$ cat src/hdl/gelu_pkg.sv
// ----------------------------------------------------------------------------
// gelu_pkg
// Shared types and fixed-point constants for the GELU activation pipeline.
// ----------------------------------------------------------------------------
package gelu_pkg;

  // lookup table entries are unsigned Q16, 1.0 = 65536
  localparam int ROM_W = 17;
  localparam logic [ROM_W-1:0] ONE_Q16 = 17'h10000;

  // Q30 coefficients
  localparam logic [29:0] C_INV_SQRT2   = 30'd759250125;
  localparam logic [29:0] C_SQRT_2_PI   = 30'd856722023;
  localparam logic [25:0] C_CUBIC       = 26'd48012366;
  localparam logic [30:0] C_TWO_SQRT_PI = 31'd1211587905;
  localparam logic [29:0] HALF_Q30      = 30'h2000_0000;

  // table spans in units of 1.0, power of two
  localparam int ERF_SPAN       = 4;
  localparam int TANH_SPAN      = 8;
  localparam int ERF_SPAN_LOG2  = 2;
  localparam int TANH_SPAN_LOG2 = 3;

  // mode codes of the configuration register
  localparam logic MODE_ERF  = 1'b0;
  localparam logic MODE_TANH = 1'b1;

  // pipeline depth per section
  localparam int ARG_STAGES = 7;
  localparam int LUT_STAGES = 5;
  localparam int OUT_STAGES = 3;
  localparam int LATENCY    = ARG_STAGES + LUT_STAGES + OUT_STAGES;

  // control that travels with each item
  typedef struct packed {
    logic valid;
    logic neg;
    logic mode;
  } gelu_ctl_t;

endpackage

$ cat src/hdl/gelu_arg.sv
// ----------------------------------------------------------------------------
// gelu_arg
// Takes the magnitude of x and forms the lookup argument z: x/sqrt2 for the
// erf form, sqrt(2/pi)*(x + 0.044715*x^3) for the tanh form.
// ----------------------------------------------------------------------------
module gelu_arg #(
  parameter int DATA_WIDTH = 16,
  parameter int FRAC_BITS  = 12,
  parameter int Z_WIDTH    = 18
) (
  input  logic                          clk,
  input  logic                          rst,
  input  logic                          in_valid,
  input  logic                          in_mode,
  input  logic signed [DATA_WIDTH-1:0]  x,
  output gelu_pkg::gelu_ctl_t           ctl_o,
  output logic [DATA_WIDTH-1:0]         mag_o,
  output logic [Z_WIDTH-1:0]            z_o
);
  import gelu_pkg::*;

  localparam int DW  = DATA_WIDTH;
  localparam int F   = FRAC_BITS;
  localparam int XW  = (DW > F + 4) ? DW : F + 4;
  localparam int MCW = (DW < F + 4) ? DW : F + 4;
  localparam int SQW = 2 * MCW;
  localparam int M2W = (SQW < F + 7) ? SQW : F + 7;
  localparam int CUW = M2W + MCW;
  localparam int M3W = (CUW < F + 10) ? CUW : F + 10;
  localparam int TW  = M3W + 26;
  localparam int IW  = F + 6;
  localparam int PEW = DW + 30;
  localparam int ZPW = IW + 30;
  localparam logic [XW-1:0] CLAMP = XW'(8) << F;

  logic [DW-1:0]  x_u;
  logic           neg0;
  logic [DW-1:0]  m0;
  logic [MCW-1:0] mc0;

  gelu_ctl_t      ctl_q [1:ARG_STAGES];
  logic [DW-1:0]  m_q   [1:ARG_STAGES];

  logic [MCW-1:0] mc1, mc2, mc3, mc4;
  logic [PEW-1:0] pe2;
  logic [SQW-1:0] sq2;
  logic [DW-1:0]  ze3, ze4, ze5, ze6;
  logic [CUW-1:0] cu3;
  logic [TW-1:0]  t4;
  logic [IW-1:0]  inner5;
  logic [ZPW-1:0] zp6;
  logic [Z_WIDTH-1:0] z7;

  // magnitude and cube clamp at 8.0
  assign x_u  = x;
  assign neg0 = x_u[DW-1];
  assign m0   = neg0 ? (~x_u + 1'b1) : x_u;
  assign mc0  = (XW'(m0) < CLAMP) ? MCW'(m0) : MCW'(CLAMP);

  // control shift line
  always_ff @(posedge clk) begin
    if (rst) begin
      for (int i = 1; i <= ARG_STAGES; i++) begin
        ctl_q[i] <= '0;
      end
    end else begin
      ctl_q[1] <= '{valid: in_valid, neg: neg0, mode: in_mode};
      for (int i = 2; i <= ARG_STAGES; i++) begin
        ctl_q[i] <= ctl_q[i-1];
      end
    end
  end

  // datapath stages
  always_ff @(posedge clk) begin
    m_q[1] <= m0;
    for (int i = 2; i <= ARG_STAGES; i++) begin
      m_q[i] <= m_q[i-1];
    end
    // stage 1
    mc1 <= mc0;
    // stage 2: x/sqrt2 product and square
    pe2 <= PEW'(m_q[1]) * PEW'(C_INV_SQRT2);
    sq2 <= SQW'(mc1) * SQW'(mc1);
    mc2 <= mc1;
    // stage 3: round erf argument, cube
    ze3 <= DW'(({1'b0, pe2} + (PEW+1)'(HALF_Q30)) >> 30);
    cu3 <= CUW'(M2W'(sq2 >> F)) * CUW'(mc2);
    mc3 <= mc2;
    // stage 4: cubic coefficient
    ze4 <= ze3;
    t4  <= TW'(M3W'(cu3 >> F)) * TW'(C_CUBIC);
    mc4 <= mc3;
    // stage 5: inner sum
    ze5    <= ze4;
    inner5 <= IW'(mc4) + IW'(({1'b0, t4} + (TW+1)'(HALF_Q30)) >> 30);
    // stage 6: sqrt(2/pi) scale
    ze6 <= ze5;
    zp6 <= ZPW'(inner5) * ZPW'(C_SQRT_2_PI);
    // stage 7: pick argument by mode
    if (ctl_q[6].mode == MODE_TANH) begin
      z7 <= Z_WIDTH'(({1'b0, zp6} + (ZPW+1)'(HALF_Q30)) >> 30);
    end else begin
      z7 <= Z_WIDTH'(ze6);
    end
  end

  assign ctl_o = ctl_q[ARG_STAGES];
  assign mag_o = m_q[ARG_STAGES];
  assign z_o   = z7;

endmodule

$ cat config.mk
export PLATFORM = sky130hd
export DESIGN_NAME = gelu_arg
export DESIGN_NICKNAME = d
export VERILOG_FILES = /design/src/hdl/gelu_pkg.sv /design/src/hdl/gelu_arg.sv
export SDC_FILE = /design/constraint.sdc
export NUM_CORES = 2
export LEC_CHECK = 0
export ABC_AREA = 1
export ABC_CLOCK_PERIOD_IN_PS = 5100
export BUFFER_PORTS_ARGS = -buffer_cell sky130_fd_sc_hd__buf_2
export CORE_UTILIZATION = 45
export CTS_CLUSTER_DIAMETER = 30
export DETAILED_ROUTE_END_ITERATION = 8
export GPL_TIMING_DRIVEN = 0
export REMOVE_ABC_BUFFERS = 1
export SLEW_MARGIN = 20
export SYNTH_ARGS = -nofsm -noshare
export SYNTH_HDL_FRONTEND = slang
export SYNTH_SLANG_ARGS = --single-unit
$ cat constraint.sdc
create_clock -name clk -period 5.1 [get_ports clk]
set_input_delay 1.02 -clock clk [delete_from_list [all_inputs] [get_ports clk]]
set_output_delay 1.02 -clock clk [all_outputs]
set_load 0.1 [all_outputs]
After elaboration in Yosys (flattened, before gate mapping)
Memories as Yosys holds them, arrays and structs flattened.
Index checks and enable logic that the tools add are counted.
{"block": "totals", "regBits": 370, "mem_count": 2, "ram_bits": 133, "elab_cells": 49}
{"block": "classes", "n_bitwise": 8, "muxes": 12, "add_sub_neg": 5, "n_mul": 5, "n_lt_le_gt_ge": 1}
{"memory": "m_q", "depth": 7, "word_bits": 16, "rd": 7, "rd_clocked_by_memory_dff": 0, "wr": 7, "line_no": "gelu_arg.sv:42", "text": "logic [DW-1:0] m_q [1:ARG_STAGES];"}
{"memory": "ctl_q", "depth": 7, "word_bits": 3, "rd": 7, "rd_clocked_by_memory_dff": 0, "wr": 7, "line_no": "gelu_arg.sv:41", "text": "gelu_ctl_t ctl_q [1:ARG_STAGES];"}
{"op": "48-bit by 30-bit adder with 48-bit output (second input constant)", "count": 2}
{"op": "18-bit by 30-bit multiplier with 48-bit output (second input constant)", "count": 1}
{"op": "22-bit by 25-bit multiplier with 47-bit output (second input constant)", "count": 1}
{"op": "46-bit by 30-bit adder with 46-bit output (second input constant)", "count": 1}
{"op": "16-bit by 30-bit multiplier with 46-bit output (second input constant)", "count": 1}
{"op": "19-bit by 16-bit multiplier with 34-bit output", "count": 1}
{"op": "16-bit two-way mux", "count": 2}
{"op": "16-bit by 16-bit multiplier with 31-bit output", "count": 1}
{"op": "3-bit two-way mux", "count": 7}
{"op": "16-bit by 18-bit adder with 18-bit output", "count": 1}
{"op": "16-bit by 1-bit adder with 16-bit output (second input constant)", "count": 1}
{"op": "16-bit less-than comparator (second input constant)", "count": 1}
{"op": "16-bit NOT", "count": 1}
{"op": "1-bit OR", "count": 7}
{"op": "1-bit two-way mux", "count": 3}

Logic depth before layout (Yosys ltp)
{"block": "logic_depth", "word_depth": 4, "ltp_mapped": 28}

Least setup slack after synthesis
OpenSTA, ideal clock, no wires.
{"block": "synth_timing", "path_kind": "reg2reg", "start": "register mc2[6]", "end": "register cu3[32]", "required_time_ns": 4.988, "stages_incl_launch_ff": 25, "slack_ns": -0.347, "arrival_ns": 5.334, "cell_sequence": "dfxtp_1 -> clkbuf_1 -> clkbuf_1 -> nand2_1 -> fa_1 -> inv_1 -> fa_1 -> inv_1 -> fa_1 -> inv_1 -> fa_1 -> inv_1 -> fa_1 -> inv_1 -> fa_1 -> ha_1 -> a21oi_1 -> o21ai_0 -> nand2_1 -> and2_1 -> nor2_1 -> nor3_1 -> nand2_1 -> nand2_1 -> nand2_1"}
{"block": "synth_via", "elab_chain_len": 1}
{"element": "start, declared", "line_no": "gelu_arg.sv:44", "text": "logic [MCW-1:0] mc1, mc2, mc3, mc4;"}
{"element": "start signal, assigned", "line_no": "gelu_arg.sv:85", "text": "mc2 <= mc1;"}
{"element": "19-bit by 16-bit multiplier with 34-bit output", "line_no": "gelu_arg.sv:88", "text": "cu3 <= CUW'(M2W'(sq2 >> F)) * CUW'(mc2);"}
{"element": "end signal, assigned", "line_no": "gelu_arg.sv:88"}
{"element": "end, declared", "line_no": "gelu_arg.sv:48", "text": "logic [CUW-1:0] cu3;"}
Every way passes these cells.
A chain may end at the register's enable or synchronous reset.

Worst setup path after layout
{"block": "layout_timing", "start": "register cu3[22]", "end": "register t4[33]"}
{"block": "layout_via", "elab_chain_len": 1}
{"element": "22-bit by 25-bit multiplier with 47-bit output", "line_no": "gelu_arg.sv:92", "text": "t4 <= TW'(M3W'(cu3 >> F)) * TW'(C_CUBIC);"}
{"element": "end signal, assigned", "line_no": "gelu_arg.sv:92"}
{"element": "end, declared", "line_no": "gelu_arg.sv:49", "text": "logic [TW-1:0] t4;"}
Every way passes these cells.

==> reports/results.tsv <==
stage	metric	value	unit
outcome	outcome	finished with violations	
outcome	failing_checks	setup timing	
timing	period_needed	5.52	ns
synthesis	netlist_instances	6587	
synthesis	synth_edf_count	0	
clocking	tritoncts.num_buffers	75	
placement	dp_worst_setup_slack	-1.13	ns
timing	worstMarginPinSlew	0.962	ns
synthesis	number_of_warnings_printed_during_yosys_synthesis	0	
clocking	tritoncts	done	
clocking	h-tree-depth	3	
floorplan	fp.dieW	351	um
synthesis	ys_types	52	
worst_setup_path	rr_startpoint	cu3[22]	
timing	drv_slew	0	
worst_setup_path	crit_fanout	3	
timing	final_critical_path_setup_slack	-0.422	ns
global_route	first_global_vias	45200	
worst_hold_path	worst_hold_path_type	reg -> reg	
synthesis	synth_area	0.0548	mm2
worst_setup_path	worstSetupStartpoint	cu3[22]	
worst_hold_path	timing.hold.worst.start	m_q[1][12]	
clocking	clock-root-buffer	clkbuf_16	
worst_setup_path	worst-endpoint-arrival	6.02	ns
worst_setup_path	timing.critical_path.to_type	flop	
worst_setup_path	critPathMaxStageDelay	0.60	ns
floorplan	top_level_ports	57	
floorplan	start_util	0.456	
timing	clock_skew	0.0255	ns
finish	syn_to_final_growth	21.5	%
timing	timing.final.setup_violations	50	
worst_setup_path	critical_path.reg2reg.endpoint	t4[33]	
timing	timing.slew.headroom	0.358	
routing	drc	0	
clocking	worst_setup_hold_path_clk_slew	0.05	ns
floorplan	design.core.area	0.120	mm2
global_route	grt.busiest_layer	met2	
routing	vias_after_detailed_routing	43000	
routing	via_per_inst	5.01	
timing	max_clock_freq	181	MHz
worst_setup_path	timing.critical_path.cells	fa_2, inv_2, fa_2, fa_1, fa_1, inv_2, fa_1, fa_2, fa_2, ha_4, nand2_2, nand2_4, a21oi_4, nand2_2, buf_4, a21oi_2, nand2_1, nand2_1, nand2_2	
routing	first_iter_violations	2368	
worst_hold_path	hold_depth	0	
finish	fillCellCount	10700	
finish	layout-drive-gt1-share	0.205	
timing	post-route-period-util	1.08	
timing	grt_setup_unrepaired	yes	
worst_setup_path	critPathRequiredTime	5.60	ns
global_route	grtUsageMet1	0.337	
finish	final_net_count	8634	
routing	ant_nets	0	
flow_run	cap_viol_max_count	0	
worst_setup_path	timing.critical_path.slowest_stage_cell	fa_2	
worst_setup_path	r2r.worst_path.cells	19	
floorplan	dieArea	0.123	mm2
synthesis	synth_area_per_cell	8.32	um2
routing	detail_route.first_pass.iterations	6	
routing	drt-total-wl	153000	um
placement	place.gp.congestion	0.964	
timing	timing.setup.tns	-9.78	ns
routing	wl_per_cell	17.9	um
global_route	grtUsageMet3	0.0284	
clocking	cts.hold.buffers_added	0	
global_route	antenna_violations_before_repair	3	
floorplan	cell_row_count	127	
placement	buffer_ports.inserted	56	
synthesis	synth_async_sr_flop_share	0	
clocking	cts.path.max_buffers	3	
synthesis	synthFlopType	dfxtp_1	
synthesis	synth.yosys.seq_area_share	0.144	
global_route	grt-ovfl-total	0	
timing	final_hold_viol_count	0	
clocking	cts_num_sinks	393	
global_route	grt_first_pass_wirelength	241000	um
floorplan	chipHeight	351	um
worst_setup_path	end_of_the_critical_path	t4[33]	
worst_setup_path	crit_top_cell	fa_2	
global_route	globalRouteMet2Util	0.420	
global_route	all_layer_gr_usage	0.252	
worst_setup_path	reg2reg_setup_slack	-0.42	ns
worst_setup_path	setup.worst_path.start_class	flop	
worst_setup_path	worst-setup-path-type	reg -> reg	
global_route	grt_max_degree	28	
clocking	worstSkewPairLatency	0.62	ns
placement	dp.final_hpwl	119000	um
synthesis	synth_seq_cells	393	
==> Yosys cell counts, types with 12 or more instances <==
master       n  area [um2]
inv_1     1749        6570
nand2_1   1240        4650
fa_1       864       17300
ha_1       828       10400
dfxtp_1    393        7870
nor2_1     356        1340
a21oi_1    266        1330
nand3_1    173         866
o21ai_0    154         771
clkbuf_1    86         323
xor2_1      83         727
nand4_1     61         382
xnor2_1     46         403
nor3_1      44         220
o21bai_1    33         248
buf_4       20         150
a21o_1      18         135
inv_2       18        67.6
o21a_1      16         120
o21ai_1     16        80.1
nor2_2      13        81.3
nor4_1      12        75.1
or2_2       12        75.1
==> kinds of logic after synthesis <==
family	share of synthesized area
xor gates and xnor gates	0.0206
and+or+nand+nor	0.148
buffers and inverters	0.131
DFF	0.144
adders and majority gates	0.505
AOI/OAI and AO/OA	0.0528
==> area by class of cell <==
cell class              instances  area, um2  area share
diodes                          1       2.50   0.0000376
clock buffers                  88       2010      0.0301
clock inverters                45        681      0.0102
inverters                    1770       6670       0.100
multi-input cells            4303      43700       0.656
flip-flops and latches        393       8230       0.124
well taps                    1612       2020      0.0303
repair buffers                379       3290      0.0494
==> sequential cells by signal (all words and copies together), names as in the netlist, 18 cells and up <==
| signal | count |
|---|---|
| zp6 | 19 |
| z_o | 18 |
| ctl_q | 21 |
| cu3 | 22 |
| t4 | 19 |
| m_q | 110 |
| sq2 | 20 |
| pe2 | 19 |
| inner5 | 18 |
==> worst max-delay path, delay by kind of cell, from the launching register on <==
kind                       cells  cell delay [ns]
DFF                            1             0.36
AOI/OAI and AO/OA              2             0.35
adders and majority gates      8             3.99
and+or+nand+nor                6             0.48
buffers and inverters          3             0.23
==> worst min path at each step <==
stage | to | slack [ns]
global placement | ze6[1] | 0.31
floorplan | m_q[1][16] | 0.31
detailed placement | m_q[3][1] | 0.31
global route | mc4[4] | 0.32
finish | m_q[1][28] | 0.32
CTS | m_q[1][28] | 0.32
==> placed cells by master, fill, tap and decap left out, drive strengths merged, types with 83 or more instances in the layout <==
cell / instances
xor2: 83
nor2: 371
buf: 379
dfxtp: 393
clkbuf: 88
ha: 828
fa: 864
nand3: 181
nand2: 1246
o21ai: 174
a21oi: 266
inv: 1777
==> through the flow <==
stage	hold slack (ns)	instance area, um2	instances	util
after floorplan	0.310	54300	6466	-
after global placement	0.310	56600	8134	0.470
after detailed placement	0.312	56600	8134	0.470
after CTS	0.316	63500	8498	0.528
after global routing	0.324	66600	8590	0.554
final	0.319	66600	8591	0.554
==> repair_timing <==
action / 4_1_cts / 5_1_grt
gates resized for setup: 699 / 597
pin swaps: 223 / 328
buffers inserted: 232 / 99
endpoints found under the setup margin: 96 / 96
==> per-layer routing <==
metal  vias to the layer above  routed length, um
li1                      20500                  -
met1                     21100              67500
met2                      1132              72300
met3                       289               7890
met4                         0               5770
met5                         -                  0
Power is left out: the tool's default activity adds up to more than one toggle a clock period on the data nets, which glitch-free logic cannot reach.
