## config.mk

```make
export PLATFORM = sky130hd
export DESIGN_NAME = gelu_out
export DESIGN_NICKNAME = d
export VERILOG_FILES = /design/src/hdl/gelu_pkg.sv /design/src/hdl/gelu_out.sv
export SDC_FILE = /design/constraint.sdc
export NUM_CORES = 1
export LEC_CHECK = 0
export BUFFER_PORTS_ARGS = -buffer_cell sky130_fd_sc_hd__buf_2
export CAP_MARGIN = 5
export CORE_ASPECT_RATIO = 1.25
export CORE_MARGIN = 1
export CORE_UTILIZATION = 49
export CTS_CLUSTER_SIZE = 10
export DETAILED_ROUTE_END_ITERATION = 8
export HOLD_SLACK_MARGIN = 0.03
export PLACE_DENSITY = 0.66
export REMOVE_ABC_BUFFERS = 1
export SLEW_MARGIN = 20
export SYNTH_ARGS = -nofsm -noshare
export SYNTH_HDL_FRONTEND = slang
export SYNTH_SLANG_ARGS = --single-unit
```

## constraint.sdc

```tcl
create_clock -name clk -period 7.4 [get_ports clk]
set_input_delay 0.74 -clock clk [delete_from_list [all_inputs] [get_ports clk]]
set_output_delay 0.74 -clock clk [all_outputs]
set_load 0.02 [all_outputs]
```

## src/hdl/gelu_pkg.sv

```systemverilog
// ----------------------------------------------------------------------------
// gelu_pkg
// Shared types and fixed-point constants for the GELU activation pipeline.
// ----------------------------------------------------------------------------
package gelu_pkg;

  // lookup table entries are unsigned Q16, 1.0 = 65536
  localparam int ROM_W = 17;
  localparam logic [ROM_W-1:0] ONE_Q16 = 17'h10000;

  // Q30 coefficients
  localparam logic [29:0] C_INV_SQRT2   = 30'd759250125;
  localparam logic [29:0] C_SQRT_2_PI   = 30'd856722023;
  localparam logic [25:0] C_CUBIC       = 26'd48012366;
  localparam logic [30:0] C_TWO_SQRT_PI = 31'd1211587905;
  localparam logic [29:0] HALF_Q30      = 30'h2000_0000;

  // table spans in units of 1.0, power of two
  localparam int ERF_SPAN       = 4;
  localparam int TANH_SPAN      = 8;
  localparam int ERF_SPAN_LOG2  = 2;
  localparam int TANH_SPAN_LOG2 = 3;

  // mode codes of the configuration register
  localparam logic MODE_ERF  = 1'b0;
  localparam logic MODE_TANH = 1'b1;

  // pipeline depth per section
  localparam int ARG_STAGES = 7;
  localparam int LUT_STAGES = 5;
  localparam int OUT_STAGES = 3;
  localparam int LATENCY    = ARG_STAGES + LUT_STAGES + OUT_STAGES;

  // control that travels with each item
  typedef struct packed {
    logic valid;
    logic neg;
    logic mode;
  } gelu_ctl_t;

endpackage

```

## src/hdl/gelu_out.sv

```systemverilog
// ----------------------------------------------------------------------------
// gelu_out
// Forms y = 0.5*x*(1 +- phi) from |x| and the table value, restores the sign
// and saturates to the output range.
// ----------------------------------------------------------------------------
module gelu_out #(
  parameter int DATA_WIDTH = 16
) (
  input  logic                         clk,
  input  logic                         rst,
  input  gelu_pkg::gelu_ctl_t          ctl_i,
  input  logic [DATA_WIDTH-1:0]        mag_i,
  input  logic [gelu_pkg::ROM_W-1:0]   p_i,
  output logic                         done,
  output logic signed [DATA_WIDTH-1:0] y
);
  import gelu_pkg::*;

  localparam int DW   = DATA_WIDTH;
  localparam int QW   = ROM_W + 1;
  localparam int PMW  = DW + QW;
  localparam int MAGW = PMW + 1;
  localparam logic [MAGW-1:0] HALF     = MAGW'(1) << (DW - 1);
  localparam logic [MAGW-1:0] HALF_M1  = HALF - MAGW'(1);
  localparam logic [MAGW-1:0] RND_Q17  = MAGW'(1) << 16;

  gelu_ctl_t        ctl_q [1:OUT_STAGES];
  logic [DW-1:0]    m1;
  logic [QW-1:0]    q1;
  logic [PMW-1:0]   pm2;
  logic [MAGW-1:0]  mag2;
  logic [MAGW-1:0]  sat2;
  logic [DW-1:0]    y_next;
  logic [DW-1:0]    y3;

  // control shift line
  always_ff @(posedge clk) begin
    if (rst) begin
      for (int i = 1; i <= OUT_STAGES; i++) begin
        ctl_q[i] <= '0;
      end
    end else begin
      ctl_q[1] <= ctl_i;
      for (int i = 2; i <= OUT_STAGES; i++) begin
        ctl_q[i] <= ctl_q[i-1];
      end
    end
  end

  // round, saturate and restore sign
  always_comb begin
    mag2 = ({1'b0, pm2} + RND_Q17) >> 17;
    if (ctl_q[2].neg) begin
      sat2   = (mag2 > HALF) ? HALF : mag2;
      y_next = ~DW'(sat2) + 1'b1;
    end else begin
      sat2   = (mag2 > HALF_M1) ? HALF_M1 : mag2;
      y_next = DW'(sat2);
    end
  end

  // datapath stages
  always_ff @(posedge clk) begin
    // stage 1: 1 +- phi in Q16
    m1 <= mag_i;
    if (ctl_i.neg) begin
      q1 <= QW'(ONE_Q16) - QW'(p_i);
    end else begin
      q1 <= QW'(ONE_Q16) + QW'(p_i);
    end
    // stage 2: scale |x|
    pm2 <= PMW'(m1) * PMW'(q1);
    // stage 3: output register
    y3 <= y_next;
  end

  assign done = ctl_q[OUT_STAGES].valid;
  assign y    = y3;

endmodule

```

* Word-level counts from Yosys, hierarchy flattened
Memory sizes are Yosys's and may differ from the RTL's. Index checks and enable logic that the tools add are counted.
Storage, ports and cells: memories 1, RAM bits 9, input port bits 38, output and inout port bits 17, register bits after elaboration 84, word-level logic and storage cells 26
Memories:
- ctl_q | words 3, width 3, read ports 3, clocked after memory_dff 0, write ports 3, RTL line gelu_out.sv:27 | gelu_ctl_t ctl_q [1:OUT_STAGES];
Cells by class: bitwise gates (word level) 4, mux-type cells 10, multipliers 1, add/sub/neg operators 4, $lt $le $gt $ge 2
Operators by type and width (count):
- 2-to-1 mux 16 bit | 3
- adder 34 x 17 -> 35 bit, second input constant | 1
- multiplier 16 x 18 -> 34 bit | 1
- adder 17 x 17 -> 18 bit, first input constant | 1
- greater-than comparator 18 x 15 -> 1 bit, second input constant | 1
- greater-than comparator 18 x 16 -> 1 bit, second input constant | 1
- 2-to-1 mux 18 bit | 1
- subtractor 17 x 17 -> 18 bit, first input constant | 1
- adder 16 x 1 -> 16 bit, second input constant | 1
- NOT 16 bit | 1
- 2-to-1 mux 3 bit | 3
- 2-to-1 mux 1 bit | 3
- bitwise OR 1 bit | 3

* Longest topological paths before layout
Gate-level depths: netlist of run 1.
depth after elaboration 6, mapped depth 23, gate-level depth less buffers 22

* Worst setup path after synthesis of run 1
No wires, ideal clock.
kind register to register, start register m1[7], end register pm2[33], cell stages (with the launch flop) 22, buffers on the path 2, setup slack 1.091 ns, data arrival time 6.189 ns, clock period less this slack 6.309 ns, required time 7.279 ns, setup time 0.121 ns, cell sequence dfxtp_1 -> clkbuf_1 -> clkbuf_1 -> nand2_1 -> fa_1 -> inv_1 -> fa_1 -> fa_1 -> fa_1 -> fa_1 -> inv_1 -> fa_1 -> inv_1 -> ha_1 -> a21oi_1 -> o21ai_0 -> a221oi_1 -> o21ai_0 -> o31ai_1 -> o31ai_1 -> a311o_1 -> xnor2_1
Between the ends: longest elaborated chain between the ends 1
RTL lines:
- from (decl) | RTL line gelu_out.sv:28 | logic [DW-1:0] m1;
- from (signal assigned) | RTL line gelu_out.sv:65 | m1 <= mag_i;
- multiplier 16 x 18 -> 34 bit | RTL line gelu_out.sv:72 | pm2 <= PMW'(m1) * PMW'(q1);
- to (signal assigned) | RTL line gelu_out.sv:72
- to (decl) | RTL line gelu_out.sv:30 | logic [PMW-1:0] pm2;
No other way between the ends.

* Worst setup path in the final report of run 1
start register m1[2], end register pm2[33]
Same word-level chain as after synthesis.

==> metrics.md, run 1 <==
| Metric | Value |
|---|---|
| H-tree Lvls | `3` |
| Worst-path clk slew | `around 0.050 ns` |
| N_diodes | `0` |
| Register area share after synthesis | `between 10 and 15%` |
| Fin cells | `between 1500 and 2000` |
| Ys async rst share | `0%` |
| DR WL/cell | `approximately 16 microns` |
| CP cell instances | `nand2_1 -> fa_1 -> fa_1 -> fa_1 -> inv_1 -> fa_1 -> fa_1 -> inv_1 -> fa_1 -> inv_1 -> ha_1 -> a21oi_1 -> o21ai_0 -> a221oi_1 -> o21ai_0 -> o31ai_1 -> o31ai_1 -> a311o_1 -> xnor2_1` |
| Number of buffers added on ports | `between 50 and 60` |
| Clock Root Buffer | `clkbuf_16` |
| Final min period | `6.85 ns` |
| Slowest CP cell | `dfxtp_1` |
| Seq cells post-synth | `73` |
| Remaining DRCs | `0` |
| Ys Warns | `0` |
| CTS tree | `yes` |
| Setup-failing EPs final | `0` |
| Placed insts | `between 1500 and 2000` |
| Clock Skew | `roughly 0.0063 ns` |
| Worst EP required | `between 7 and 8 ns` |
| Origin of the worst setup path | `m1[2]` |
| Worst Path Max Fanout | `15` |
| Mapped Cells | `roughly 1300` |
| Fmax | `~0.15 GHz` |
| Clock Latency Late Sink | `roughly 0.35 ns` |
| Tcrit/Tclk final | `between 90 and 100%` |
| ANT nets after route | `0` |
| Critical Path Start Type | `flip-flop` |
| Most frequent cells in the layout | `inv_1 (263), fa_1 (221), nand2_1 (198), and2_1 (128), ha_1 (106)` |
| Die Y | `177 microns` |
| Antenna violations before repair | `0` |
| Max-Cap Viols | `0` |
| Syn-to-layout area delta | `7.72%` |
| CP arrival | `approximately 7 ns` |
| RSZ-0062 raised after global routing | `false` |
| Internal reg-to-reg setup slack | `approximately 0.55 ns` |
| I/O pins | `55` |
| Layout cells sized above 1 | `under 10%` |
| Crit path to | `pm2[33]` |
| Die area | `0.0252 sq mm` |
| Max Slew Vio Count | `0` |
| DR vias/cell | `around 5.3` |
| Fillers | `2178` |
| Via count of the first global-routing pass | `approximately 9000` |
| Row count | `63` |
| Multi-input logic area | `0.00931 sq mm` |
| First-pass GRT wire length | `between 40000 and 50000 microns` |
| Hpwl dp | `between 20000 and 25000 microns` |
| DR vias | `9007` |
| # Post-CTS Setup Buffers | `0` |
| GRT overflow | `0` |
| # resized after CTS | `0` |
| Setup crit end kind | `flip-flop` |
| CTS Sinks | `73` |
| Worst-case clock buffer depth | `2` |
| Post-synth EDFFs | `0` |
| Worst Tran Pin Value | `~0.76 ns` |
| CP dominant cell by count | `fa_1` |
| FF-to-FF Start | `m1[2]` |
| Reg-to-Reg End | `pm2[33]` |
| GP Congestion | `between 0.8 and 0.9` |
| Mapped Area | `between 0.01 and 0.015 sq mm` |
| Hold depth | `1` |
| Pre-antenna DRT Iters | `5` |
| Sequential Area | `0.00146 sq mm` |
| Placeable Area | `approximately 0.024 sq mm` |
| Status | `completed` |
| Total CTS buffers | `9` |
| Initial detailed-routing violation count | `about 530` |
| Hold Crit Class | `reg -> reg` |
| Setup TNS | `0 ns` |
| Pin count of the biggest net entering global routing | `32` |
| Post-synth top flop | `dfxtp_1` |
| Most common cell after layout, fill and taps aside | `inv_1` |
| Max stage delay on crit path | `roughly 0.71 ns` |
| Final Hold Vio Count | `0` |
| Cts hold-fix bufs | `0` |
| Synthesized area per cell | `just over 9 sq um` |
| Worst r2r path cells | `19` |
| Die width | `142 microns` |
| Initial Util | `50.4%` |
| Synth unique cells | `75` |
| Critical path class | `reg -> reg` |
| Routed WL | `27000 microns` |
| Max-slew headroom | `between 40% and 50%` |
| Final nets | `about 1700` |
| GRT Total Usage | `approximately a quarter` |
per-stage QoR:
stage	util, %	worst slack, ns	cell area, sq um	hold slack [ns]
floorplan	-	1.32	11800	0.414
global placement	53.1	0.599	12700	0.420
detailed placement	53.1	0.563	12700	0.426
CTS	54.3	0.535	13000	0.439
global route	54.3	0.132	13000	0.451
finish	54.3	0.546	13000	0.436
state kept, by name (all words and copies together) (netlist names):
register / cells
q1: 18
m1: 16
ctl_q: 5
pm2: 18
y: 16
routing by layer:
layer | part of all wire [%] | track usage [%]
met5 | 0 | 0
met2 | 53 | 41.5
met1 | 40 | 28.3
met4 | 3.1 | 9.36
met3 | 3.7 | 3.33
cells by family (layout without fill, tap and decap cells):
family	after synthesis	in the layout	share of synthesized area, %
XOR/XNOR	51	51	3.71
flip-flops	73	73	12.1
multiplexers	2	2	0.177
adder cells (fa/ha/maj)	327	327	47.8
AO/OA/AOI/OAI	107	107	6.36
buffers and inverters	318	366	10.6
AND/OR/NAND/NOR	449	449	19.3
cell type report:
type	instances	area share, %
inverter	263	7.61
timing repair buffer	88	4.07
clock inverter	3	0.328
clock buffer	12	1.82
tap	325	3.14
sequential	73	11.3
multi-input combinational	936	71.8
critical path, delay by kind of cell, from the launching register on:
kind	cells	cell delay, ns
compound gates	7	2.23
flops	1	0.71
fa+ha+maj	7	3.36
simple gates	1	0.16
buf+inv	3	0.15
xor+xnor	1	0.12
cell usage after synthesis (all sizes together), types with 6 or more instances:
library cell	instances	area share, %
a21o	8	0.50
a21oi	22	0.91
a31oi	8	0.42
and2	130	6.8
buf	11	0.83
clkbuf	41	1.3
dfxtp	73	12
fa	221	37
ha	106	11
inv	263	8.2
nand2	198	6.2
nand3	16	0.75
nand4	8	0.67
nor2	31	0.97
nor2b	10	0.52
nor3	20	1.0
nor4	7	0.49
o21a	6	0.44
o21ai	24	1.1
o31ai	7	0.44
xnor2	38	2.8
xor2	13	0.95
worst min-delay path by stage:
stage,slack [ns],end,from
2_1_floorplan,0.41,ctl_q[0][11],ctl_q[0][8]
3_3_place_gp,0.42,ctl_q[0][8],ctl_q[0][5]
3_5_place_dp,0.43,ctl_q[0][7],ctl_q[0][4]
4_1_cts,0.44,ctl_q[0][7],ctl_q[0][4]
5_1_grt,0.45,ctl_q[0][11],ctl_q[0][8]
6_report,0.44,ctl_q[0][7],ctl_q[0][4]
Power of run 1 is not shown: default switching activity piles up to over one toggle a cycle in this logic, so the estimate is an artifact.
==> run 2: changes to the inputs <==
GPL_TIMING_DRIVEN = 0   (was default)
==> run 2 against run 1 <==
Compared with the run above: final cell count is 1.9% lower; global-route usage decreased by 0.34 points; final area decreased by 1.7%; non-clock buffer count is 35 lower; via count is 2.7% lower; sequential share of layout area up 0.29 points; hold slack lost 0.0034 ns; flip-flop and latch count did not move; fmax is 2.2% lower.
==> metrics.md, run 2 (same netlist as run 1, synthesis figures left out) <==
| Metric | Value |
|---|---|
| Most common cell after layout, fill and taps aside | `inv_1` |
| Hold depth | `1 (unchanged)` |
| Row count | `63 (unchanged)` |
| Hold Crit Class | `reg -> reg` |
| Final nets | `1701 (-2.0%)` |
| HP Start | `ctl_q[0][4]` |
| Number of buffers added on ports | `53 (unchanged)` |
| Tcrit/Tclk final | `94.7% (+2.0 points)` |
| Routed WL | `26700 microns (-1.2%)` |
| Clock Skew | `0.00749 ns (+0.00118 ns)` |
| Worst Path Max Fanout | `16 (+1)` |
| Worst-case clock buffer depth | `2 (unchanged)` |
| DR WL/cell | `16.0 microns (+0.79%)` |
| DR vias/cell | `5.26 (-0.78%)` |
| Placed Area | `0.0124 sq mm (-2.1%)` |
| Clock Latency Late Sink | `0.35 ns (about the same)` |
| Remaining DRCs | `0 (unchanged)` |
| Critical Path Start Type | `flip-flop` |
| I/O pins | `55 (unchanged)` |
| Die Y | `177 microns (unchanged)` |
| Final Hold Vio Count | `0 (unchanged)` |
| Worst r2r path cells | `20 (+1)` |
| Setup crit end kind | `flip-flop` |
| Hpwl dp | `20200 microns (-10%)` |
| Worst-path clk slew | `0.06 ns (about the same)` |
| Internal reg-to-reg setup slack | `0.39 ns (-0.15 ns)` |
| DR vias | `8763 (-2.7%)` |
| First-pass GRT wire length | `44300 microns (-1.2%)` |
| Final min period | `7.01 ns (+0.152 ns)` |
| Max-Cap Viols | `0 (unchanged)` |
| GRT Total Usage | `23.0% (-0.34 points)` |
| Max-slew headroom | `36.4% (-13 points)` |
| GRT overflow | `0 (unchanged)` |
| Fillers | `2198 (+0.92%)` |
| GP Congestion | `0.839 (-1.8%)` |
| FF-to-FF Start | `q1[10]` |
| CTS tree | `yes` |
| ANT nets after route | `0 (unchanged)` |
| Worst Hold End | `ctl_q[0][7]` |
| Total CTS buffers | `9 (unchanged)` |
| Clock Root Buffer | `clkbuf_16` |
| Critical path class | `reg -> reg` |
| Worst slack at placement | `0.277 ns (-0.286 ns)` |
| CP arrival | `7.25 ns (+0.16 ns)` |
| Worst Tran Pin Value | `0.952 ns (+0.193 ns)` |
| Min Hold Slack | `0.433 ns (-0.00337 ns)` |
| Fmax | `0.143 GHz (-2.2%)` |
| Die width | `142 microns (unchanged)` |
| H-tree Lvls | `3 (unchanged)` |
| Reg-to-Reg End | `pm2[33]` |
| Die area | `0.0252 sq mm (unchanged)` |
| RSZ-0062 raised after global routing | `false` |
| Setup WS post-layout | `0.394 ns (-0.152 ns)` |
| Initial detailed-routing violation count | `453 (-14%)` |
| Post-route design area | `0.0127 sq mm (-1.7%)` |
| Placeable Area | `0.0239 sq mm (unchanged)` |
| Pin count of the biggest net entering global routing | `32 (unchanged)` |
| Most frequent cells in the layout | `inv_1 (263), fa_1 (221), nand2_1 (198), and2_1 (128), ha_1 (106)` |
| Syn-to-layout area delta | `5.90%` |
| Initial Util | `50.4% (unchanged)` |
| Setup TNS | `0 ns (unchanged)` |
| Via count of the first global-routing pass | `8989 (-1.4%)` |
| Setup-failing EPs final | `0 (unchanged)` |
| Status | `completed` |
| Pre-antenna DRT Iters | `5 (unchanged)` |
| Max Slew Vio Count | `0 (unchanged)` |
| Worst EP required | `7.64 ns (about the same)` |
| Regs by FF count | `pm2 (18), q1 (18)` |
| CTS Sinks | `73 (unchanged)` |
| Antenna violations before repair | `1 (+1)` |
| Cts hold-fix bufs | `0 (unchanged)` |
| Layout cells sized above 1 | `8.13% (-1.4 points)` |
run 2: changes by cell type in the layout (fill, tap and decap cells not counted), sizes merged:
cell	before	now
clkinv	1	2
buf	88	53
diode	0	1
run 2: area by class of cell:
class	count	area [sq um]	share of cell area, %
flip-flops and latches	73	1470	11.6
diodes	1	2.50	0.0196
clock buffers	12	256	2.01
repair buffers	53	265	2.08
well taps	325	407	3.19
clock inverters	4	51.3	0.402
multi-input cells	936	9310	73.0
inverters	263	987	7.74
run 2: routing by layer:
layer / GRT usage, % / vias up / wire length (microns)
li1: - / 4064 / -
met1: 27.9 / 4489 / 10900
met2: 41.4 / 165 / 14200
met3: 2.71 / 43 / 933
met4: 8.83 / 2 / 667
met5: 0 / - / 13
run 2: worst max-delay path: stages (launching register included):
cell	delay, ns
dfxtp_1	0.90
and2_1	0.25
fa_1	0.42
inv_1	0.09
fa_1	0.42
fa_1	0.52
inv_1	0.05
fa_1	0.48
fa_1	0.55
inv_1	0.06
fa_1	0.53
inv_1	0.04
ha_1	0.30
a21oi_1	0.32
o21ai_0	0.18
a221oi_1	0.43
o21ai_0	0.19
o31ai_1	0.44
o31ai_1	0.22
a311o_1	0.40
xnor2_1	0.13
run 2: worst max-delay path by stage:
stage	slack (ns)	from	depth (start not counted)	end
after floorplan	1.32	m1[7]	19	pm2[33]
after global placement	0.30	m1[9]	21	pm2[33]
after detailed placement	0.28	m1[9]	21	pm2[33]
after CTS	0.26	m1[9]	21	pm2[33]
after global routing	0.001	q1[12]	19	pm2[33]
final	0.39	q1[10]	20	pm2[33]
run 2: what timing repair did:
action	4_1_cts	5_1_grt
hold endpoints to repair	0	0
setup endpoints to repair	0	2
buffers inserted	0	0
gates resized for setup	0	10
run 2: metrics by stage:
stage          utilization, %  instances
5_1_grt                  53.4       1666
4_1_cts                  53.3       1666
3_3_place_gp             52.0       1650
2_1_floorplan               -       1272
3_5_place_dp             52.0       1650
6_report                 53.4       1667
Power of run 2 is left out for the same reason.
==> run 3: changes to the inputs <==
PLACE_DENSITY = 0.7   (was 0.66)
==> run 3 against run 2 <==
Compared with the run above: clock skew decreased by 0.0015 ns; fmax fell by 0.44%; count of clock-buffer cells in the layout unchanged; worst setup slack got worse by 0.031 ns; register-to-register slack worse by 0.03 ns; non-clock buffer count unchanged; wire length shrank 4.2%; hold slack better by 0.0018 ns.
==> metrics.md, run 3 (same netlist as run 1, synthesis figures left out) <==
| Metric | Value |
|---|---|
| Most frequent cells in the layout | `inv_1 (263), fa_1 (221), nand2_1 (198), and2_1 (128), ha_1 (106)` |
| Initial Util | `50.4% (unchanged)` |
| Die Y | `177 microns (unchanged)` |
| CTS Sinks | `73 (unchanged)` |
| Fillers | `2219 (+0.96%)` |
| Via count of the first global-routing pass | `9216 (+2.5%)` |
| FF-to-FF Start | `q1[9]` |
| First-pass GRT wire length | `43600 microns (-1.6%)` |
| Worst Path Max Fanout | `16 (unchanged)` |
| Remaining DRCs | `0 (unchanged)` |
| CP arrival | `7.27 ns (+0.02 ns)` |
| Hpwl dp | `20000 microns (-1.2%)` |
| Worst r2r path cells | `19 (-5.0%)` |
| Pre-antenna DRT Iters | `5 (unchanged)` |
| Core Util, Final | `53.5% (+0.17 points)` |
| Placeable Area | `0.0239 sq mm (unchanged)` |
| # Post-CTS Setup Buffers | `0 (unchanged)` |
| Clock Latency Late Sink | `0.35 ns (about the same)` |
| Fmax | `0.142 GHz (-0.44%)` |
| N_diodes | `0 (-1)` |
| Syn-to-layout area delta | `6.24%` |
| Clock Skew | `0.00596 ns (-0.00153 ns)` |
| Hold Crit Class | `reg -> reg` |
| Tcrit/Tclk final | `95.1% (+0.42 points)` |
| GRT overflow | `0 (unchanged)` |
| DR vias/cell | `5.28 (+0.51%)` |
| Setup crit end kind | `flip-flop` |
| Worst EP required | `7.63 ns (about the same)` |
| Worst Tran Pin Value | `0.962 ns (+0.00970 ns)` |
| GRT Total Usage | `22.3% (-0.75 points)` |
| Row count | `63 (unchanged)` |
| Max Slew Vio Count | `0 (unchanged)` |
| I/O pins | `55 (unchanged)` |
| Number of buffers added on ports | `53 (unchanged)` |
| HP Start | `ctl_q[0][4]` |
| Max-Cap Viols | `0 (unchanged)` |
| Layout cells sized above 1 | `7.83% (-0.30 points)` |
| Initial detailed-routing violation count | `325 (-28%)` |
| Most common cell after layout, fill and taps aside | `inv_1` |
| Setup-failing EPs final | `0 (unchanged)` |
| Die area | `0.0252 sq mm (unchanged)` |
| Status | `completed` |
| Reg-to-Reg End | `pm2[33]` |
| Worst-case clock buffer depth | `2 (unchanged)` |
| Critical Path Start Type | `flip-flop` |
| GP Congestion | `0.834 (-0.63%)` |
| Final nets | `1701 (unchanged)` |
| Die width | `142 microns (unchanged)` |
| RSZ-0062 raised after global routing | `false` |
| Min Hold Slack | `0.435 ns (+0.00182 ns)` |
| CTS tree | `yes` |
| Setup TNS | `0 ns (unchanged)` |
| Pin count of the biggest net entering global routing | `32 (unchanged)` |
| Worst Hold End | `ctl_q[0][7]` |
| Regs by FF count | `pm2 (18), q1 (18)` |
| Placed insts | `1650 (unchanged)` |
| DR WL/cell | `15.4 microns (-4.2%)` |
| H-tree Lvls | `3 (unchanged)` |
| Final Hold Vio Count | `0 (unchanged)` |
| Total CTS buffers | `9 (unchanged)` |
| Fin cells | `1666 (-0.060%)` |
| Routed WL | `25600 microns (-4.2%)` |
| Max-slew headroom | `35.8% (-0.65 points)` |
| DR vias | `8802 (+0.45%)` |
| Clock Root Buffer | `clkbuf_16` |
| Critical path class | `reg -> reg` |
| Antenna violations before repair | `0 (-1)` |
| Final min period | `7.04 ns (+0.0313 ns)` |
| Hold depth | `1 (unchanged)` |
| Worst-path clk slew | `0.06 ns (about the same)` |
| ANT nets after route | `0 (unchanged)` |
| Internal reg-to-reg setup slack | `0.36 ns (-0.03 ns)` |
-- run 3: cell count changes in the layout (fill, tap and decap cells not counted), sizes merged --
cell,previous run,this run
bufinv,1,3
diode,1,0
clkinvlp,1,0
clkinv,2,1
-- run 3: area by class of cell --
class	instances	area (sq um)	share of cell area, %
clock inverters	4	98.8	0.773
clock buffers	12	256	2.01
inverters	263	987	7.72
repair buffers	53	265	2.07
multi-input cells	936	9310	72.8
flip-flops and latches	73	1470	11.5
well taps	325	407	3.18
-- run 3: metal layers --
layer | track usage [%] | part of all wire, %
met1 | 26.4 | 40
met4 | 9.77 | 3.1
met3 | 2.11 | 2.3
met2 | 40.6 | 55
met5 | 0 | 0
-- run 3: stage by stage --
| step | area (sq um) | worst slack (ns) |
|---|---|---|
| after global routing | 12800 | 0.00111 |
| after global placement | 12400 | 0.448 |
| after floorplan | 11800 | 1.32 |
| after detailed placement | 12400 | 0.394 |
| final | 12800 | 0.363 |
| after CTS | 12800 | 0.399 |
-- run 3: worst max path at each step --
| stage | end | from | slack [ns] | cells past startpoint |
|---|---|---|---|---|
| 6_report | pm2[33] | q1[9] | 0.36 | 19 |
| 5_1_grt | pm2[33] | m1[11] | 0.001 | 19 |
| 4_1_cts | pm2[33] | q1[5] | 0.40 | 21 |
| 3_5_place_dp | pm2[33] | q1[5] | 0.39 | 21 |
| 3_3_place_gp | pm2[33] | q1[5] | 0.45 | 21 |
| 2_1_floorplan | pm2[33] | m1[7] | 1.32 | 19 |
-- run 3: repair_timing --
item | CTS | global route
hold buffers | 0 | 0
gates resized for setup | 0 | 6
endpoints found under the setup margin | 0 | 2
-- run 3: critical path, stage by stage (launching register included) --
cell and delay [ns]:
dfxtp_1 0.83, nand2_1 0.17, fa_1 0.57, inv_1 0.05
fa_1 0.47, fa_1 0.55, fa_1 0.53, fa_1 0.55
inv_1 0.06, fa_1 0.52, inv_1 0.04, ha_1 0.35
a21oi_1 0.23, o21ai_0 0.15, a221oi_1 0.40, o21ai_0 0.21
o31ai_1 0.48, o31ai_1 0.21, a311o_1 0.40, xnor2_1 0.13
Power of run 3 is left out for the same reason.
